<file path="config.mk">
export PLATFORM = sky130hd
export DESIGN_NAME = uart_dual_ring_buffer_core
export DESIGN_NICKNAME = d
export VERILOG_FILES = /design/src/udrb_pkg.sv /design/src/udrb_fifo.sv /design/src/uart_dual_ring_buffer_core.sv
export VERILOG_INCLUDE_DIRS = /design/src /design/src/src
export SDC_FILE = /design/constraint.sdc
export NUM_CORES = 1
export LEC_CHECK = 0
export ABC_CLOCK_PERIOD_IN_PS = 7900
export BUFFER_PORTS_ARGS = -buffer_cell sky130_fd_sc_hd__buf_2
export CORE_AREA = 10 10 393 395
export CTS_BUF_LIST = sky130_fd_sc_hd__clkbuf_16
export CTS_CLUSTER_DIAMETER = 30
export CTS_CLUSTER_SIZE = 28
export DETAILED_ROUTE_END_ITERATION = 12
export DIE_AREA = 0 0 403 405
export PLACE_DENSITY = 0.47
export RECOVER_POWER = 25
export SETUP_SLACK_MARGIN = 0.3
export SYNTH_ARGS = -nofsm -noshare
export SYNTH_HDL_FRONTEND = slang
export SYNTH_SLANG_ARGS = --single-unit
</file>
<file path="constraint.sdc">
create_clock -name clk -period 7.9 [get_ports clk]
set_input_delay 2.37 -clock clk [delete_from_list [all_inputs] [get_ports clk]]
set_output_delay 2.37 -clock clk [all_outputs]
set_load 0.1 [all_outputs]
</file>
<file path="src/uart_dual_ring_buffer_core_macros.svh">
// Assertion macros shared by the UART dual ring buffer core.
// Depends on a clock named clk and an active high reset named rst in the user scope.
`ifndef UART_DUAL_RING_BUFFER_CORE_MACROS_SVH
`define UART_DUAL_RING_BUFFER_CORE_MACROS_SVH

// The consequent must hold in the same cycle as the antecedent.
`define UDRB_ASSERT_NOW(label, ante, cons, msg) \
  label: assert property (@(posedge clk) disable iff (rst) (ante) |-> (cons)) \
    else $error(msg);

// The consequent must hold in the cycle after the antecedent.
`define UDRB_ASSERT_NEXT(label, ante, cons, msg) \
  label: assert property (@(posedge clk) disable iff (rst) (ante) |=> (cons)) \
    else $error(msg);

`endif

</file>
<file path="src/udrb_pkg.sv">
// Package for the UART dual ring buffer core: command codes, word structs
// and queue control structs. No dependencies.
`timescale 1ns / 1ps

package udrb_pkg;

  localparam int DEPTH_DEF = 64;
  localparam int LEVEL_W   = 7;
  localparam int BYTE_W    = 8;

  typedef enum logic [1:0] {
    CMD_PUT  = 2'd0,
    CMD_GET  = 2'd1,
    CMD_IRQ  = 2'd2,
    CMD_NONE = 2'd3
  } cmd_t;

  typedef struct packed {
    cmd_t              cmd;
    logic [BYTE_W-1:0] data;
    logic              tx_idle;
    logic              rx_event;
    logic              tx_event;
  } req_t;

  typedef struct packed {
    logic               tx_valid;
    logic [BYTE_W-1:0]  tx_byte;
    logic [BYTE_W-1:0]  read_byte;
    logic [LEVEL_W-1:0] rx_level;
    logic [LEVEL_W-1:0] tx_level;
    logic               dropped;
  } rsp_t;

  typedef struct packed {
    logic push;
    logic pop;
  } fifo_ctl_t;

  typedef struct packed {
    logic full;
    logic empty;
  } fifo_sts_t;

endpackage

</file>
<file path="src/udrb_fifo.sv">
// One byte ring queue: a synchronous memory with a registered read port,
// wrapping pointers and a fill count. Depends on udrb_pkg.
`timescale 1ns / 1ps

module udrb_fifo #(
  parameter int QUEUE_DEPTH = udrb_pkg::DEPTH_DEF,
  parameter int FILL_W      = $clog2(QUEUE_DEPTH + 1)
) (
  input  logic                       clk,
  input  logic                       rst,
  input  udrb_pkg::fifo_ctl_t        ctl,
  input  logic [udrb_pkg::BYTE_W-1:0] wr_data,
  output logic [udrb_pkg::BYTE_W-1:0] rd_data,
  output udrb_pkg::fifo_sts_t        sts,
  output logic [FILL_W-1:0]          fill
);
  import udrb_pkg::*;

  localparam int PTR_W = $clog2(QUEUE_DEPTH);
  localparam logic [PTR_W-1:0] PTR_LAST = PTR_W'(QUEUE_DEPTH - 1);

  logic [BYTE_W-1:0] mem [QUEUE_DEPTH];
  logic [PTR_W-1:0]  wr_pos;
  logic [PTR_W-1:0]  rd_pos;
  logic [PTR_W-1:0]  wr_pos_next;
  logic [PTR_W-1:0]  rd_pos_next;
  logic [FILL_W-1:0] fill_next;

  assign sts.full  = (fill == FILL_W'(QUEUE_DEPTH));
  assign sts.empty = (fill == '0);

  always_comb begin
    wr_pos_next = (wr_pos == PTR_LAST) ? '0 : wr_pos + PTR_W'(1);
    rd_pos_next = (rd_pos == PTR_LAST) ? '0 : rd_pos + PTR_W'(1);
    fill_next   = fill;
    if (ctl.push && !ctl.pop) begin
      fill_next = fill + FILL_W'(1);
    end else if (ctl.pop && !ctl.push) begin
      fill_next = fill - FILL_W'(1);
    end
  end

  // The caller never pushes into a full queue or pops an empty one.
  always_ff @(posedge clk) begin
    if (rst) begin
      wr_pos <= '0;
      rd_pos <= '0;
      fill   <= '0;
    end else begin
      if (ctl.push) begin
        wr_pos <= wr_pos_next;
      end
      if (ctl.pop) begin
        rd_pos <= rd_pos_next;
      end
      fill <= fill_next;
    end
  end

  always_ff @(posedge clk) begin
    if (ctl.push) begin
      mem[wr_pos] <= wr_data;
    end
    if (ctl.pop) begin
      rd_data <= mem[rd_pos];
    end
  end

endmodule

</file>
<file path="src/uart_dual_ring_buffer_core.sv">
// Top level of the UART dual ring buffer core: command decode, result word
// assembly and two udrb_fifo queues. Depends on udrb_pkg and the macros header.
//
// Usage:
//   A command word (req) is taken at a rising edge where start is high and busy
//   is low. Commands are put (send a byte or queue it for transmit), get (pop a
//   received byte) and interrupt (push a received byte, pop a transmit byte).
//   Exactly one result word (rsp) follows for each command, shown on rsp for one
//   cycle while done is high. The receiver cannot stall; it must take the word
//   in that cycle.
// Timing:
//   The result word passes through the registered read of the queue memories
//   and then through the result register. busy is high for the cycle after
//   acceptance, so a new command is not taken until the memory read of the
//   pop for the last one has landed. A start during the done cycle is accepted.
// Reset:
//   rst is synchronous and active high. It empties both queues by clearing
//   their pointers and fill counts; the memories themselves are not cleared.
//   No result is pending after reset.
`timescale 1ns / 1ps
`include "uart_dual_ring_buffer_core_macros.svh"

module uart_dual_ring_buffer_core #(
  parameter int QUEUE_DEPTH = udrb_pkg::DEPTH_DEF
) (
  input  logic           clk,
  input  logic           rst,
  input  logic           start,
  output logic           busy,
  input  udrb_pkg::req_t req,
  output logic           done,
  output udrb_pkg::rsp_t rsp
);
  import udrb_pkg::*;

  localparam int FILL_W = $clog2(QUEUE_DEPTH + 1);

  logic              accept;
  fifo_ctl_t         rx_ctl;
  fifo_ctl_t         tx_ctl;
  fifo_sts_t         rx_sts;
  fifo_sts_t         tx_sts;
  logic [BYTE_W-1:0] rx_rd_data;
  logic [BYTE_W-1:0] tx_rd_data;
  logic [FILL_W-1:0] rx_fill;
  logic [FILL_W-1:0] tx_fill;

  // Decoded outcome of the accepted command, held while the pop read lands.
  logic              pending;
  logic              tx_direct;
  logic              rx_popped;
  logic              tx_popped;
  logic              drop;
  logic [BYTE_W-1:0] direct_byte;
  logic              tx_direct_next;
  logic              drop_next;
  rsp_t              rsp_next;

  assign busy   = pending;
  assign accept = start && !pending;

  always_comb begin
    rx_ctl         = '0;
    tx_ctl         = '0;
    tx_direct_next = 1'b0;
    drop_next      = 1'b0;
    if (accept) begin
      case (req.cmd)
        CMD_PUT: begin
          if (req.tx_idle) begin
            tx_direct_next = 1'b1;
          end else if (tx_sts.full) begin
            drop_next = 1'b1;
          end else begin
            tx_ctl.push = 1'b1;
          end
        end
        CMD_GET: begin
          rx_ctl.pop = !rx_sts.empty;
        end
        CMD_IRQ: begin
          if (req.rx_event) begin
            rx_ctl.push = !rx_sts.full;
            drop_next   = rx_sts.full;
          end
          tx_ctl.pop = req.tx_event && !tx_sts.empty;
        end
        default: begin
        end
      endcase
    end
  end

  udrb_fifo #(
    .QUEUE_DEPTH(QUEUE_DEPTH),
    .FILL_W     (FILL_W)
  ) u_rx_fifo (
    .clk    (clk),
    .rst    (rst),
    .ctl    (rx_ctl),
    .wr_data(req.data),
    .rd_data(rx_rd_data),
    .sts    (rx_sts),
    .fill   (rx_fill)
  );

  udrb_fifo #(
    .QUEUE_DEPTH(QUEUE_DEPTH),
    .FILL_W     (FILL_W)
  ) u_tx_fifo (
    .clk    (clk),
    .rst    (rst),
    .ctl    (tx_ctl),
    .wr_data(req.data),
    .rd_data(tx_rd_data),
    .sts    (tx_sts),
    .fill   (tx_fill)
  );

  always_comb begin
    rsp_next           = '0;
    rsp_next.tx_valid  = tx_direct || tx_popped;
    if (tx_direct) begin
      rsp_next.tx_byte = direct_byte;
    end else if (tx_popped) begin
      rsp_next.tx_byte = tx_rd_data;
    end
    if (rx_popped) begin
      rsp_next.read_byte = rx_rd_data;
    end
    rsp_next.rx_level = LEVEL_W'(rx_fill);
    rsp_next.tx_level = LEVEL_W'(tx_fill);
    rsp_next.dropped  = drop;
  end

  always_ff @(posedge clk) begin
    if (rst) begin
      pending   <= 1'b0;
      done      <= 1'b0;
      tx_direct <= 1'b0;
      rx_popped <= 1'b0;
      tx_popped <= 1'b0;
      drop      <= 1'b0;
    end else begin
      pending   <= accept;
      done      <= pending;
      tx_direct <= tx_direct_next;
      rx_popped <= rx_ctl.pop;
      tx_popped <= tx_ctl.pop;
      drop      <= drop_next;
    end
  end

  always_ff @(posedge clk) begin
    if (accept) begin
      direct_byte <= req.data;
    end
    if (pending) begin
      rsp <= rsp_next;
    end
  end

  `UDRB_ASSERT_NEXT(a_result_follows, pending, done, "result word missing after command")
  `UDRB_ASSERT_NEXT(a_single_result, done, !done, "result word shown for more than one cycle")
  `UDRB_ASSERT_NOW(a_fill_bound, 1'b1, (rx_fill <= FILL_W'(QUEUE_DEPTH)) && (tx_fill <= FILL_W'(QUEUE_DEPTH)), "queue fill count above depth")
  `UDRB_ASSERT_NOW(a_tx_byte_idle, done && !rsp.tx_valid, rsp.tx_byte == '0, "transmit byte set without a transmit")

endmodule
</file>
Word-level counts from Yosys, hierarchy flattened
Memories as Yosys holds them, arrays and structs flattened. A register that Yosys moved wholly into a read port is not among the register bits.
Index checks and enable logic that the tools add are counted.
Widths: inputs -> output; s select.
{ "op_classes": {"addsub": 8, "mux": 28, "bitwise": 2, "reduce_logical": 22, "eq_ne": 8} }
{ "ops": {"columns": ["op", "n"], "rows": [
  ["$mux 7", 4],
  ["$add 6x1->6 const B", 4],
  ["$eq 6x6->1 const B", 4],
  ["$mux 6", 4],
  ["$mux 8", 2],
  ["$mux 1", 15],
  ["$add 7x1->7 const B", 2],
  ["$eq 7x7->1 const B", 2],
  ["$logic_not 7->1", 2],
  ["$sub 7x1->7 const B", 2],
  ["$logic_not 1->1", 8],
  ["$logic_and 1x1->1", 6],
  ["$mux 2", 2],
  ["$reduce_bool 2->1", 2],
  ["$reduce_or 3->1", 1],
  ["$eq 2x1->1 const B", 1],
  ["$eq 2x2->1 const B", 1],
  ["$logic_not 2->1", 1],
  ["$not 1->1", 2],
  ["$pmux 1 s2", 1],
  ["$reduce_or 2->1", 1],
  ["$logic_or 1x1->1", 1]
]} }
{ "word_totals": {"wordCells": 89, "out_inout_bits": 34, "ramBits": 1024, "n_memories": 2, "ff_bits": 84} }
{ "memory_table": {"columns": ["name", "depth", "width", "read_ports", "rd_clocked_by_memory_dff", "write_ports", "line_no", "text"], "rows": [
  ["u_rx_fifo.mem", 64, 8, 1, 1, 1, "udrb_fifo.sv:22", "logic [BYTE_W-1:0] mem [QUEUE_DEPTH];"],
  ["u_tx_fifo.mem", 64, 8, 1, 1, 1, "udrb_fifo.sv:22", null]
]} }

Depth between registers and ports, before layout
{ "depth": {"word_depth": 9, "mapped_depth": 12, "ltp_nobuf": 11} }

Cells and area by module
Synthesis repeated with hierarchy kept, for this count alone.
{ "unflattened": {"cells_unflattened": 2229, "hier_area_um2": 44037.2} }
{ "by_module_without_submodules": {"columns": ["mod", "n_inst", "area_per_inst_um2", "cells_per_inst"], "rows": [
  ["udrb_fifo (u_rx_fifo)", 1, 21255.4, 1049],
  ["udrb_fifo (u_tx_fifo)", 1, 21174.1, 1093],
  ["uart_dual_ring_buffer_core", 1, 1607.8, 87]
]} }

Least setup slack after synthesis
Ideal clock, no wire load.
{ "synth_timing": {"path_kind": "input port to flip-flop", "from": "in req[12] (netlist name)", "to": "reg u_tx_fifo.fill[6]", "t_arrival_ns": 5.084, "setup_slack_ns": 2.746, "path_stages": 11, "setup_time_ns": 0.071, "n_path_buf": 1, "cell_sequence": "or4b_4 -> a311oi_4 -> buf_2 -> ha_1 -> inv_1 -> fa_1 -> a21o_1 -> a21oi_1 -> o21ai_0 -> a31o_2 -> a21oi_1"} }
{ "synth_lines": {"columns": ["item", "line_no", "text"], "rows": [
  ["from (decl)", "uart_dual_ring_buffer_core.sv:30", "input udrb_pkg::req_t req,"],
  ["to (signal assigned)", "udrb_fifo.sv:56", "fill <= fill_next;"],
  ["to (decl)", "udrb_fifo.sv:15", "output logic [FILL_W-1:0] fill"]
]} }

Worst setup path in the final report
{ "layout_timing": {"from": "in req[5] (netlist name)", "to": "mem u_rx_fifo.mem[8][2] (data pin)"} }
{ "layout_lines": {"columns": ["item", "line_no"], "rows": [
  ["to (decl)", "udrb_fifo.sv:22"]
]} }
No word-level cell before the write port.

==> qor.txt <==
Min-delay worst type -> reg -> reg
Core area -> 147,000 sq um
CTS Buffer Depth -> 3
Slew @ Worst Pin -> 4870 ps
Post-route setup slack -> 1760 ps
Worst Path Max Fanout -> 82
Pins over their slew limit -> 676
Critical path arrival -> 6630 ps
Sw Ratio -> 22.4%
Setup CP Type -> in -> reg
Setup slack, reg-to-reg -> 3310 ps
Critical Path Stages -> 2
Post-route minimum period -> 6140 ps
Post-synth EDFFs -> 1,080
Avg Vias per Cell -> 4.94
Largest net degree at the start of global routing -> 91
Layout cells sized above 1 -> 25.3%
CTS Hold Buffers Added -> 0
Initial Util -> 29.7%
Total power -> 15.0 mW
First-pass GRT wire length -> 162,000 um
Die width -> 403 um
Leak -> 16.2 nW
Setup violations, final -> 0
Most used DFF post-synth -> edfxtp_1
I/O Buffers -> 49
Final ANT Viol Nets -> 0
GRT Resource Usage Total -> 13.4%
Cell Pwr Density -> 287 nW/um^2
Switch Pwr -> 3.36 mW
Slowest stage cell, crit path -> clkbuf_1
Xor/xnor share of the synthesized area -> 0.462%
R2R Path Start -> busy$_SDFF_PP0_
CP cell instances -> clkbuf_1 -> buf_4
Clk sinks -> 1,124
Post CTS Setup Buffer Count -> 0
Synth Cell Area -> 43,600 sq um
Seq/Total Area, Yosys -> 76.4%
Avg Inst Size Synth -> 20.2 sq um
Multiplexer area fraction after synthesis -> 13.3%
Status -> finished, violations left
Worst hold endpoint -> rsp[0]$_DFFE_PP_
Cell variety after synth -> 58
Simple-Gate Fraction of Synth Area -> 3.52%
Number of global-route vias before repair -> 22,884
Nets@finish -> 2,334
Setup TNS -> 0 ps
Critical path's largest stage delay -> 3230 ps
Fin Hold WS -> 404 ps
Tcrit/Tclk final -> 77.7%
Fillers -> 13,467
VDD IR max -> 0.157 mV
Hold path depth -> 0
Fin. Hold Viols -> 0
Via count -> 21,695
IO Pins -> 50
Ys async rst share -> 0%
Die Y -> 405 um
DR pass1 iterations -> 5
Clk_lat worst skew -> 780 ps
Die area -> 163,000 sq um
Post-Synth Adder-Cell Area -> 0.551%
Final HPWL from detailed placement -> 65,800 um
Reg2reg end -> u_tx_fifo.mem[10][0]$_DFFE_PP_
Worst min-delay path startpoint -> drop$_SDFF_PP0_
Largest family of logic cells by synthesized area -> multiplexers
Placer Congestion -> 0.814
CTS tree -> yes
Fmax -> 163 MHz
TritonCTS Buffers -> 188
Crit end category -> flip-flop
CTS root buf -> clkbuf_16
Drt initial violations -> 1,982
Fin util -> 35.6%
Dpl ws -> 1840 ps
Max-Cap Viols -> 10
Ys Warns -> 0
Seq cells post-synth -> 1,124
Compound-gate portion of the synthesized area -> 4.47%
DRT Wirelength -> 110,000 um
WP buf/inv -> 2
Synth-to-layout area growth -> 19.9%
Rows -> 141
Post-CTS sizing -> 0
Startpoint Class -> input port
Syn nets -> 2,197
Initial antenna violation count -> 7
Overflow after GRT -> 0
Cell count after synthesis -> 2,163
CTS H-Tree Depth -> 4
Clock Pin Slew Worst Setup and Hold Paths -> 50 ps
Failing checks -> max-capacitance violations, max-slew violations
RSZ-0062 raised after global routing -> no
DRC Markers -> 0
Worst Path Required -> 8390 ps
Slew HR -> -225%
Clock skew -> 21.3 ps
P_int -> 11.7 mW
Logic pwr share -> 2.6%
CP top delay family -> buffers and inverters
WL/cell -> 25.0 um
Sequential share of power -> 44.0%
Worst Reg-to-Reg Cells -> 5
Clock share of power -> 53.4%
power groups by stage:
stage | clock network, mW | registers, mW | logic [mW]
final | 8.02 | 6.60 | 0.391
after global routing | 8.47 | 6.60 | 0.421
after CTS | 8.18 | 6.59 | 0.403
after detailed placement | 0 | 6.71 | 0.403
after global placement | 0 | 6.71 | 0.396
after floorplan | 0 | 6.74 | 0.177
metal layers:
layer	vias to the layer above	GRT usage (%)	wire length [um]
li1	9342	-	-
met1	11440	18.1	48300
met2	713	21.1	51500
met3	190	3.35	7290
met4	10	4.19	2630
met5	-	0	60
flip-flops by register name, indices dropped and copies added, names as in the netlist:
register / flops
busy: 1
direct_byte: 8
done: 1
drop: 1
rsp: 32
rx_popped: 1
tx_direct: 1
tx_popped: 1
u_rx_fifo.fill: 7
u_rx_fifo.mem: 512
u_rx_fifo.rd_data: 8
u_rx_fifo.rd_pos: 6
u_rx_fifo.wr_pos: 6
u_tx_fifo.fill: 7
u_tx_fifo.mem: 512
u_tx_fifo.rd_data: 8
u_tx_fifo.rd_pos: 6
u_tx_fifo.wr_pos: 6
cell type report:
class | instances | area, sq um | area share, %
Sequential cell | 1124 | 33300 | 63.7
Clock inverter | 164 | 1640 | 3.13
Antenna cell | 2 | 5.00 | 0.00957
Multi-Input combinational cell | 907 | 9720 | 18.6
Inverter | 9 | 33.8 | 0.0646
Clock buffer | 189 | 4730 | 9.05
Timing Repair Buffer | 70 | 413 | 0.790
Tap cell | 1930 | 2410 | 4.62
through the flow:
step / instances / instance area [sq um]
CTS: 4393 / 52300
floorplan: 2163 / 43600
finish: 4395 / 52300
global placement: 4040 / 46000
global route: 4394 / 52300
detailed placement: 4040 / 46000
cells by family (layout without fill, tap and decap cells):
group | after synthesis | in the layout
buf+inv | 132 | 432
other cells | 0 | 2
simple gates | 325 | 325
mux | 299 | 299
xor+xnor | 23 | 23
fa+ha+maj | 18 | 18
flops | 1124 | 1124
compound gates | 242 | 242
synthesized netlist by cell type (3+ instances only):
cell      instances  area (sq um)
edfxtp_1       1080         32400
mux4_2          224          5040
nor2_1          181           679
mux2i_1          73           731
a22o_1           55           482
clkbuf_1         55           206
dfxtp_1          44           881
nand2_1          35           131
a211oi_1         33           248
a221oi_1         32           280
o221ai_1         32           280
buf_2            30           150
buf_1            27           101
nor2b_1          21           131
and2_1           17           106
a211o_1          16           140
a22oi_1          16           120
ha_1             16           200
o22ai_1          16           100
xor2_1           16           140
nand3_1          14          70.1
a21oi_1          11          55.1
buf_4            11          82.6
nand3b_1         11          82.6
nand4_1           8          50.1
a21o_1            7          52.6
inv_1             7          26.3
xnor2_1           7          61.3
nor4_1            5          31.3
a31oi_1           4          25.0
nor3_1            4          20.0
o21ai_0           4          20.0
o21ai_1           4          20.0
or2_2             4          25.0
or3_1             4          25.0
nand2b_1          3          18.8
nor4b_1           3          26.3
worst max path at each step:
stage,start,end,slack (ps)
3_5_place_dp,req[12],u_tx_fifo.mem[51][0]$_DFFE_PP_,1840
6_report,req[5],u_rx_fifo.mem[8][2]$_DFFE_PP_,1760
3_3_place_gp,req[12],u_tx_fifo.mem[22][0]$_DFFE_PP_,1890
4_1_cts,req[12],u_tx_fifo.mem[51][4]$_DFFE_PP_,2680
2_1_floorplan,req[12],u_tx_fifo.fill[6]$_SDFFE_PP0P_,2750
5_1_grt,req[6],u_tx_fifo.mem[30][3]$_DFFE_PP_,1370
cells in the final DEF (no fill, tap or decap), types with 15 or more instances in the layout:
| master | synthesis | final |
|---|---|---|
| inv_6 | 0 | 29 |
| clkbuf_16 | 0 | 189 |
| clkinv_4 | 0 | 18 |
| inv_8 | 0 | 17 |
| a211oi_1 | 33 | 33 |
| o22ai_1 | 16 | 16 |
| buf_2 | 30 | 40 |
| a22oi_1 | 16 | 16 |
| clkinv_2 | 0 | 21 |
| mux2i_1 | 73 | 73 |
| a211o_1 | 16 | 16 |
| dfxtp_1 | 44 | 38 |
| buf_4 | 11 | 18 |
| nor2b_1 | 21 | 21 |
| o221ai_1 | 32 | 32 |
| clkinv_1 | 0 | 20 |
| bufinv_16 | 0 | 15 |
| inv_1 | 7 | 20 |
| edfxtp_1 | 1080 | 1080 |
| clkinvlp_4 | 0 | 19 |
| a221oi_1 | 32 | 32 |
| xor2_1 | 16 | 16 |
| a22o_1 | 55 | 55 |
| nand2_1 | 35 | 35 |
| ha_1 | 16 | 16 |
| nor2_1 | 181 | 181 |
| mux4_2 | 224 | 224 |
Power figures use the tool's default switching activity.
